===== src/design/eji_pkg.sv =====
// shared types, codes and constant tables of the event jitter injector
package eji_pkg;

  // event kind codes
  localparam logic [3:0] KIND_LOAD      = 4'd0;
  localparam logic [3:0] KIND_STORE     = 4'd1;
  localparam logic [3:0] KIND_RMW       = 4'd2;
  localparam logic [3:0] KIND_LOCK0     = 4'd3;
  localparam logic [3:0] KIND_LOCK1     = 4'd4;
  localparam logic [3:0] KIND_LOCK2     = 4'd5;
  localparam logic [3:0] KIND_LOCK3     = 4'd6;
  localparam logic [3:0] KIND_UNLOCK    = 4'd7;
  localparam logic [3:0] KIND_CREATE    = 4'd8;
  localparam logic [3:0] KIND_START     = 4'd9;
  localparam logic [3:0] KIND_CONDWAIT  = 4'd10;
  localparam logic [3:0] KIND_TIMEDWAIT = 4'd11;
  localparam logic [3:0] KIND_OTHER     = 4'd12;

  // strength codes
  localparam logic [1:0] STR_NONE    = 2'd0;
  localparam logic [1:0] STR_NORMAL  = 2'd1;
  localparam logic [1:0] STR_ABOVE   = 2'd2;
  localparam logic [1:0] STR_HIGHEST = 2'd3;

  // delay kind codes
  localparam logic [1:0] DLY_NONE  = 2'd0;
  localparam logic [1:0] DLY_SPIN  = 2'd1;
  localparam logic [1:0] DLY_YIELD = 2'd2;
  localparam logic [1:0] DLY_SLEEP = 2'd3;

  // generator constants
  localparam logic [31:0] RNG_MULT = 32'd1103515245;
  localparam logic [31:0] RNG_INC  = 32'd12345;
  localparam logic [31:0] SEED_ADD = 32'd11;

  // reciprocal of 25 scaled by 2^21, rounded up; exact for 16-bit dividends
  localparam logic [16:0] RECIP_25  = 17'd83887;
  localparam int          RECIP_SHR = 21;
  localparam logic [4:0]  MOD_BASE  = 5'd25;

  // cumulative weight tables (nop, spin, yield, sleep) per strength
  localparam logic [6:0] CUM_TAB [4][4] = '{
    '{7'd100, 7'd100, 7'd100, 7'd100},
    '{7'd95,  7'd97,  7'd99,  7'd100},
    '{7'd80,  7'd90,  7'd97,  7'd100},
    '{7'd40,  7'd60,  7'd80,  7'd100}
  };

  localparam logic [4:0] MAX_COUNT = 5'd20;

  // chosen delay
  typedef struct packed {
    logic [1:0] kind;
    logic [4:0] count;
  } delay_t;

  // (x << 16) mod 100 from m = x mod 25: equals 4 * ((9 * m) mod 25)
  function automatic logic [6:0] draw_of_mod25(input logic [4:0] m);
    logic [6:0] r;
    case (m)
      5'd0:  r = 7'd0;
      5'd1:  r = 7'd36;
      5'd2:  r = 7'd72;
      5'd3:  r = 7'd8;
      5'd4:  r = 7'd44;
      5'd5:  r = 7'd80;
      5'd6:  r = 7'd16;
      5'd7:  r = 7'd52;
      5'd8:  r = 7'd88;
      5'd9:  r = 7'd24;
      5'd10: r = 7'd60;
      5'd11: r = 7'd96;
      5'd12: r = 7'd32;
      5'd13: r = 7'd68;
      5'd14: r = 7'd4;
      5'd15: r = 7'd40;
      5'd16: r = 7'd76;
      5'd17: r = 7'd12;
      5'd18: r = 7'd48;
      5'd19: r = 7'd84;
      5'd20: r = 7'd20;
      5'd21: r = 7'd56;
      5'd22: r = 7'd92;
      5'd23: r = 7'd28;
      5'd24: r = 7'd64;
      default: r = 7'd0;
    endcase
    return r;
  endfunction

endpackage


===== src/design/eji_classify.sv =====
// strength picker with the previous event's kind and context
module eji_classify (
  input  logic                     clk,
  input  logic                     rst,
  input  logic                     accept,
  input  logic [3:0]               kind,
  input  logic [63:0]              context_req,
  output logic [1:0]               strength
);
  import eji_pkg::*;

  logic [3:0]  prev_kind;
  logic [63:0] prev_context;
  logic        same_ctx;
  logic        after_wait;

  // previous event, updated on every accepted request
  always_ff @(posedge clk) begin
    if (rst) begin
      prev_kind    <= KIND_OTHER;
      prev_context <= '0;
    end else if (accept) begin
      prev_kind    <= kind;
      prev_context <= context_req;
    end
  end

  assign same_ctx   = (context_req == prev_context);
  assign after_wait = (prev_kind == KIND_CONDWAIT) || (prev_kind == KIND_TIMEDWAIT);

  // strength rules per kind
  always_comb begin
    case (kind) inside
      KIND_LOAD, KIND_STORE, KIND_RMW:
        strength = same_ctx ? STR_HIGHEST : STR_ABOVE;
      KIND_UNLOCK:
        strength = STR_NONE;
      KIND_CREATE, KIND_START:
        strength = STR_HIGHEST;
      KIND_LOCK0, KIND_LOCK1, KIND_LOCK2, KIND_LOCK3: begin
        if (after_wait) strength = STR_NONE;
        else            strength = same_ctx ? STR_ABOVE : STR_NORMAL;
      end
      KIND_CONDWAIT, KIND_TIMEDWAIT:
        strength = STR_ABOVE;
      default:
        strength = STR_NORMAL;
    endcase
  end

endmodule


===== src/design/eji_rng.sv =====
// linear congruential generator with seed reload on zero state
module eji_rng (
  input  logic        clk,
  input  logic        rst,
  input  logic        seed_wr_en,
  input  logic [31:0] seed_wr_data,
  input  logic        step,
  output logic [15:0] draw_bits
);
  import eji_pkg::*;

  logic [31:0] seed_load;
  logic [31:0] rng_state;
  logic [31:0] rng_base;
  logic [31:0] rng_next;

  // reload value seed*31+11 kept ready, computed at write time
  always_ff @(posedge clk) begin
    if (rst) begin
      seed_load <= SEED_ADD;
    end else if (seed_wr_en) begin
      seed_load <= {seed_wr_data[26:0], 5'd0} - seed_wr_data + SEED_ADD;
    end
  end

  // next state, reseeding a zero state first
  assign rng_base  = (rng_state == '0) ? seed_load : rng_state;
  assign rng_next  = rng_base * RNG_MULT + RNG_INC;
  assign draw_bits = rng_next[15:0];

  always_ff @(posedge clk) begin
    if (rst) begin
      rng_state <= '0;
    end else if (step) begin
      rng_state <= rng_next;
    end
  end

endmodule


===== src/design/eji_split.sv =====
// draw mod 100 and split over the strength's weight table
module eji_split (
  input  logic [1:0]      strength,
  input  logic [15:0]     draw_bits,
  output eji_pkg::delay_t delay
);
  import eji_pkg::*;

  logic [32:0] prod;
  logic [11:0] quot;
  logic [16:0] quot_x25;
  logic [16:0] rem_wide;
  logic [16:0] rem_fix;
  logic [6:0]  draw;
  logic        found;
  logic [6:0]  cum;

  // draw_bits mod 25 by reciprocal multiply, then one correction step
  assign prod     = 33'(draw_bits) * 33'(RECIP_25);
  assign quot     = prod[32:RECIP_SHR];
  assign quot_x25 = {1'b0, quot, 4'd0} + {2'b0, quot, 3'd0} + {5'd0, quot};
  assign rem_wide = {1'b0, draw_bits} - quot_x25;
  assign rem_fix  = (rem_wide >= 17'(MOD_BASE)) ? rem_wide - 17'(MOD_BASE) : rem_wide;
  assign draw     = draw_of_mod25(rem_fix[4:0]);

  // first cumulative weight above the draw picks the delay
  always_comb begin
    delay = '0;
    found = 1'b0;
    cum   = '0;
    for (int i = 0; i < 4; i++) begin
      cum = CUM_TAB[strength][i];
      if (!found && draw < cum) begin
        found = 1'b1;
        if (i != 0) begin
          delay.kind  = 2'(i);
          delay.count = 5'(cum - draw);
        end
      end
    end
  end

endmodule


===== src/design/event_jitter_injector.sv =====
// an accepted request is held in the first stage register, then in the result register on the outputs
// throughput: one request per cycle, input stalls only when both stages hold unsent results
// the generator multiply sets the per-cycle path; the mod-100 split sits in the second stage
// reset (rst, synchronous): previous kind = other, previous context = 0,
// generator state = 0, seed = 0; both pipeline stages empty
module event_jitter_injector (
  input  logic        clk,
  input  logic        rst,
  input  logic        seed_wr_en,
  input  logic [31:0] seed_wr_data,
  input  logic        in_valid,
  output logic        in_stall,
  input  logic [3:0]  kind,
  input  logic [63:0] context_req,
  output logic        out_valid,
  input  logic        out_stall,
  output logic [1:0]  strength,
  output logic [1:0]  delay_kind,
  output logic [4:0]  delay_count
);
  import eji_pkg::*;

  logic        accept;
  logic [1:0]  str_now;
  logic [15:0] draw_now;
  logic        a_valid;
  logic [1:0]  a_strength;
  logic [15:0] a_bits;
  delay_t      a_delay;
  logic        out_free;
  logic        a_free;

  // handshake
  assign out_free = !out_valid || !out_stall;
  assign a_free   = !a_valid || out_free;
  assign in_stall = !a_free;
  assign accept   = in_valid && !in_stall;

  eji_classify u_classify (
    .clk         (clk),
    .rst         (rst),
    .accept      (accept),
    .kind        (kind),
    .context_req (context_req),
    .strength    (str_now)
  );

  eji_rng u_rng (
    .clk          (clk),
    .rst          (rst),
    .seed_wr_en   (seed_wr_en),
    .seed_wr_data (seed_wr_data),
    .step         (accept && (str_now != STR_NONE)),
    .draw_bits    (draw_now)
  );

  // first stage: strength and generator bits
  always_ff @(posedge clk) begin
    if (rst) begin
      a_valid <= 1'b0;
    end else if (a_free) begin
      a_valid <= accept;
    end
  end

  always_ff @(posedge clk) begin
    if (accept) begin
      a_strength <= str_now;
      a_bits     <= draw_now;
    end
  end

  eji_split u_split (
    .strength  (a_strength),
    .draw_bits (a_bits),
    .delay     (a_delay)
  );

  // result register
  always_ff @(posedge clk) begin
    if (rst) begin
      out_valid <= 1'b0;
    end else if (out_free) begin
      out_valid <= a_valid;
    end
  end

  always_ff @(posedge clk) begin
    if (out_free && a_valid) begin
      strength    <= a_strength;
      delay_kind  <= (a_strength == STR_NONE) ? DLY_NONE : a_delay.kind;
      delay_count <= (a_strength == STR_NONE) ? 5'd0 : a_delay.count;
    end
  end

  // checks
  a_none_no_delay: assert property (@(posedge clk) disable iff (rst)
    out_valid && (strength == STR_NONE) |-> (delay_kind == DLY_NONE))
    else $error("strength none with a delay");

  a_count_matches_kind: assert property (@(posedge clk) disable iff (rst)
    out_valid |-> ((delay_kind == DLY_NONE) == (delay_count == 5'd0)))
    else $error("delay count disagrees with delay kind");

  a_count_range: assert property (@(posedge clk) disable iff (rst)
    out_valid |-> (delay_count <= MAX_COUNT))
    else $error("delay count out of range");

  a_stall_only_full: assert property (@(posedge clk) disable iff (rst)
    in_stall |-> (a_valid && out_valid && out_stall))
    else $error("input stalled with room in the pipeline");

endmodule

===== config.mk =====
export PLATFORM = sky130hd
export DESIGN_NAME = event_jitter_injector
export DESIGN_NICKNAME = d
export VERILOG_FILES = /design/src/design/eji_pkg.sv /design/src/design/eji_classify.sv /design/src/design/eji_rng.sv /design/src/design/eji_split.sv /design/src/design/event_jitter_injector.sv
export SDC_FILE = /design/constraint.sdc
export NUM_CORES = 1
export LEC_CHECK = 0
export ABC_AREA = 1
export BUFFER_PORTS_ARGS = -buffer_cell sky130_fd_sc_hd__buf_2
export CORE_MARGIN = 3
export CORE_UTILIZATION = 58
export DETAILED_ROUTE_END_ITERATION = 12
export PLACE_DENSITY = 0.78
export SKIP_CTS_REPAIR_TIMING = 1
export SKIP_LAST_GASP = 1
export SLEW_MARGIN = 20
export SYNTH_ARGS = -nofsm -noshare
export SYNTH_HDL_FRONTEND = slang
export SYNTH_SLANG_ARGS = --single-unit

===== constraint.sdc =====
create_clock -name clk -period 10.9 [get_ports clk]
set_input_delay 0.545 -clock clk [delete_from_list [all_inputs] [get_ports clk]]
set_output_delay 0.545 -clock clk [all_outputs]
set_load 0.02 [all_outputs]

==> impl_metrics.json, run 1 <==
{
  "setup_violations": 0,
  "hpwl_um": 51800,
  "fmax_ghz": 0.0921,
  "drt_wl_total_um": 62100,
  "firstDrtPassIters": 7,
  "detail-route-antenna-nets": 0,
  "synth_top_flop_cell": "dfxtp_1",
  "startpoint": "a_bits[5]",
  "yosys_warnings": 0,
  "dpl_cell_area_um2": 26400,
  "grt_usage_pct": 27.8,
  "io-pin-count": 116,
  "tritoncts": "built",
  "synthTopCellsByArea": "fa_1 25%, ha_1 21%, inv_1 12%",
  "skew_ps": 20.2,
  "pre_cts_ws_ps": -447,
  "worst_skew_pair.late_latency_ps": 430,
  "synth_cell_types": 46,
  "syn2layout_area_growth_pct": 14.6,
  "wl_per_cell_um": 16.8,
  "syn-num-nets": 3745,
  "synth_area_leader_cell": "fa_1",
  "max_slew.worst_pin.slew_ps": 989,
  "rsz0062_at_grt": "true",
  "synth_edf_count": 27,
  "yosysMostFrequentCell": "inv_1",
  "yosys-top-cells-count": "762 x inv_1, 416 x ha_1, 308 x fa_1, 254 x nor2_1, 237 x nand2_1",
  "yosysTopAreaCellShare_pct": 25.3,
  "die_w_um": 211,
  "grt_overflow_total": 0,
  "port_buffers": 115,
  "setup_ws_ps": 48.1,
  "cp_common_cell": "nand3_2",
  "grt_pass1_vias": 20600,
  "rows": 74,
  "place_congestion": 0.973,
  "max_stage_delay_ps": 600,
  "ys_ff_latch": 160,
  "status": "finished, final reports clean",
  "ctsRootBufferMaster": "clkbuf_16",
  "endpoint_kind": "flip-flop",
  "start_util_pct": 59.2,
  "num-nets-final": 3976,
  "grt_antenna_before_repair": 8,
  "hold_violations": 0,
  "vias": 19700,
  "maxCapViolCount": 0,
  "crit_slowest_cell": "fa_1",
  "cp.required_ps": 11090,
  "min_period_over_period_pct": 99.6,
  "syn_area_um2": 24400,
  "grt_pass1_wl_um": 100000,
  "clkTransAtPathRegs_ps": 70,
  "clockBufferDepth": 2,
  "min_from": "seed_wr_data[0]",
  "core-area_um2": 41200,
  "syn_inst": 2916,
  "drtIter0Drc": 1186,
  "crit_type": "reg -> reg",
  "cts-buffers-inserted": 17,
  "reg2reg_from": "a_bits[5]",
  "slew_viol_final": 0,
  "ys_seq_area_share_pct": 14.2,
  "postSynth.asyncResetShare_pct": 0,
  "htreeDepth": 4,
  "viasPerCell": 5.34,
  "dieArea_um2": 44500,
  "cp-start-kind": "flip-flop",
  "die_h_um": 211,
  "grt_start_max_net_pins": 93,
  "min_path_type": "in -> reg",
  "drc": 0,
  "slew_headroom_pct": 33.7,
  "fin_area_um2": 27900,
  "period_needed_ps": 10850,
  "critPathMaxFanout": 4,
  "clock-sinks": 160,
  "critPathArrivalTime_ps": 11040,
  "drive_above_1_share_pct": 15.5,
  "synth_area_per_cell_um2": 8.36
}
[critical path, delay by kind of cell (launching register included)]
| family | cells | cell delay [ps] |
|---|---|---|
| adders and majority gates | 11 | 4310 |
| and+or+nand+nor | 30 | 2770 |
| buffers and inverters | 14 | 1300 |
| AOI/OAI and AO/OA | 8 | 1170 |
| xor gates and xnor gates | 3 | 590 |
| DFF | 1 | 430 |
[sequential cells by signal (all words and copies together), names as in the netlist]
signal,cells
a_bits,16
a_strength,2
a_valid,1
delay_count,5
delay_kind,2
out_valid,1
strength,2
u_classify.prev_context,64
u_classify.prev_kind,3
u_rng.rng_state,32
u_rng.seed_load,32
[placed cells by master (no fill, tap or decap), types with 27 or more instances in the layout]
cell type / instances
ha_4: 31
a21oi_1: 161
xor2_1: 108
buf_2: 115
ha_1: 381
inv_2: 31
buf_4: 133
dfxtp_1: 133
o21ai_0: 133
nand2_2: 35
nor2_1: 250
xnor2_1: 41
fa_1: 301
inv_1: 739
edfxtp_1: 27
nand2_1: 212
nand3_1: 65
[metal layers]
metal	vias up	track usage (%)	wire [µm]
li1	9486	-	-
met2	504	49.4	31000
met5	-	0	57
met4	10	9.08	2440
met3	150	3.94	2790
met1	9586	35.1	25800
[kinds of logic after synthesis]
| group | count (synthesis) | share of synthesized area [%] |
|---|---|---|
| AND/OR/NAND/NOR | 671 | 12.3 |
| XOR/XNOR | 162 | 5.82 |
| adder cells (fa/ha/maj) | 724 | 46.6 |
| AO/OA/AOI/OAI | 383 | 8.47 |
| flip-flops | 160 | 14.2 |
| buffers and inverters | 816 | 12.6 |
[worst paths after layout]
path	slack (ps)	end	cells past startpoint
hold reg to reg	480	u_classify.prev_kind[3]	2
hold / removal	350	u_rng.seed_load[0]	2
setup / recovery	50	delay_count[2]	66
setup reg to reg	50	delay_count[2]	66
[cell type report]
class                   instances  area, µm²
clock inverters                13        125
repair buffers                256       1660
fillers                      3214      13300
diodes                          3       7.51
clock buffers                  19        433
well taps                     532        666
flip-flops and latches        160       3470
multi-input cells            1940      18700
inverters                     772       2900
[metrics by stage]
| step | std cells | utilization, % | hold slack, ps | setup TNS, ps |
|---|---|---|---|---|
| 6_report | 3695 | 67.8 | 346 | 0 |
| 5_1_grt | 3693 | 67.8 | 337 | -3850 |
| 4_1_cts | 3670 | 65.4 | 332 | -2880 |
| 3_5_place_dp | 3638 | 64.0 | 466 | -2580 |
| 3_3_place_gp | 3638 | 64.0 | 453 | -484 |
| 2_1_floorplan | 2916 | - | 441 | 0 |
Power of run 1 is not shown: default switching activity piles up to over one toggle a cycle in this logic, so the estimate is an artifact.
==> run 2, diff against run 1 <==
Settings changed: PLACE_DENSITY 0.78 to 0.88.
==> run 2 against run 1 <==
  * The run now ends with negative setup slack left
  * Maximum frequency down 5.4%
  * Cell area about the same
  * Clock skew down 5.4 ps
  * Worst hold slack better by 28 ps
  * Critical path type unchanged
  * Critical endpoint is now delay_count[3]
  * Largest cell class unchanged
==> impl_metrics.json, run 2 (same netlist as run 1, synthesis figures left out) <==
{
  "status": "complete, but fails checks",
  "violations": "negative setup slack",
  "clock-sinks": 160,
  "drc": 0,
  "io-pin-count": 116,
  "whs_path_depth": 2,
  "crit_type": "reg -> reg",
  "grtUsageMet3_pct": 3.76,
  "mostFrequentLayoutCell": "inv_1",
  "hold_violations": 0,
  "multi_input_area_um2": 18700,
  "grt_usage_pct": 27.9,
  "core-area_um2": 41200,
  "port_buffers": 115,
  "grt_pass1_wl_um": 100000,
  "place_congestion": 0.988,
  "clkTransAtPathRegs_ps": 70,
  "num-nets-final": 3962,
  "grt_pass1_vias": 20900,
  "max_stage_delay_ps": 630,
  "skew_ps": 14.8,
  "cts-buffers-inserted": 17,
  "wl_per_cell_um": 18.0,
  "firstDrtPassIters": 7,
  "largest-register": "u_classify.prev_context",
  "largest_register_ffs": 64,
  "fmax_ghz": 0.0872,
  "grt_overflow_total": 0,
  "drtIter0Drc": 1546,
  "pre_cts_ws_ps": -589,
  "setup_ws_ps": -569,
  "top_regs": "u_classify.prev_context: 64 flops, u_rng.rng_state: 32 flops, u_rng.seed_load: 32 flops",
  "grt_start_max_net_pins": 85,
  "tritoncts": "built",
  "reg2reg_to": "delay_count[3]",
  "ctsRootBufferMaster": "clkbuf_16",
  "dieArea_um2": 44500,
  "fin_area_um2": 28000,
  "endpoint_kind": "flip-flop",
  "busiest_layer": "met2",
  "start_util_pct": 59.2,
  "rrSetupSlack_ps": -570,
  "min_period_over_period_pct": 105,
  "reg2reg_from": "a_bits[6]",
  "viasPerCell": 5.57,
  "detail-route-antenna-nets": 0,
  "drt_wl_total_um": 66200,
  "globalRouteMet2Util_pct": 50.3,
  "vias": 20500,
  "worst_skew_pair.late_latency_ps": 430,
  "rows": 74,
  "startpoint": "a_bits[6]",
  "min_path_type": "in -> reg",
  "crit_slowest_cell": "fa_1",
  "max_slew.worst_pin.slew_ps": 933,
  "nFillCells": 2870,
  "grt_antenna_before_repair": 2,
  "setup_violations": 7,
  "cp.required_ps": 11090,
  "cp-start-kind": "flip-flop",
  "hpwl_um": 51000,
  "clockBufferDepth": 2,
  "drive_above_1_share_pct": 15.4,
  "die_w_um": 211,
  "slew_headroom_pct": 37.8,
  "syn2layout_area_growth_pct": 14.7,
  "htreeDepth": 4,
  "dpl_cell_area_um2": 26300,
  "layout_common_cells": "734 x inv_1, 385 x ha_1, 301 x fa_1",
  "reg2reg_depth": 63,
  "period_needed_ps": 11470,
  "die_h_um": 211,
  "critPathArrivalTime_ps": 11660,
  "grt_use_met1_pct": 33.7,
  "maxCapViolCount": 0,
  "rsz0062_at_grt": "true",
  "regArea_um2": 3470,
  "critPathMaxFanout": 5,
  "crit_path_end": "delay_count[3]",
  "slew_viol_final": 0
}
run 2: per-stage QoR:
step	hold slack (ps)	setup TNS [ps]	instances	utilization (%)
finish	373	-3110	3679	67.9
global route	380	-5300	3679	67.9
CTS	370	-3710	3653	65.3
detailed placement	463	-3320	3621	63.7
global placement	455	-277	3621	63.7
floorplan	441	0	2916	-
run 2: worst max-delay path, delay by kind of cell, from the launching register on:
family / cells / cell delay [ps]
xor gates and xnor gates: 2 / 510
AOI/OAI and AO/OA: 7 / 1200
and+or+nand+nor: 29 / 2890
adders and majority gates: 12 / 5120
buffers and inverters: 13 / 1030
DFF: 1 / 440
run 2: area by class of cell:
type,count,area share [%]
Antenna cell,1,0.00895
Clock buffer,17,1.52
Clock inverter,15,0.792
Inverter,772,10.4
Multi-Input combinational cell,1940,66.9
Sequential cell,160,12.4
Tap cell,532,2.38
Timing Repair Buffer,242,5.59
run 2: worst min path at each step:
stage | end | slack [ps] | startpoint
after detailed placement | u_classify.prev_kind[3] | 460 | u_classify.prev_kind[3]
after global routing | u_rng.seed_load[0] | 380 | seed_wr_data[0]
final | u_rng.seed_load[0] | 370 | seed_wr_data[0]
after global placement | u_classify.prev_kind[2] | 450 | u_classify.prev_kind[2]
after CTS | u_rng.seed_load[0] | 370 | seed_wr_data[0]
after floorplan | u_classify.prev_kind[2] | 440 | u_classify.prev_kind[2]
run 2: layer usage:
metal	up-vias	part of all wire, %
met5	-	0
met4	0	5.8
met3	282	6.1
met2	947	50
met1	9786	38
li1	9475	-
Power of run 2 is left out for the same reason.
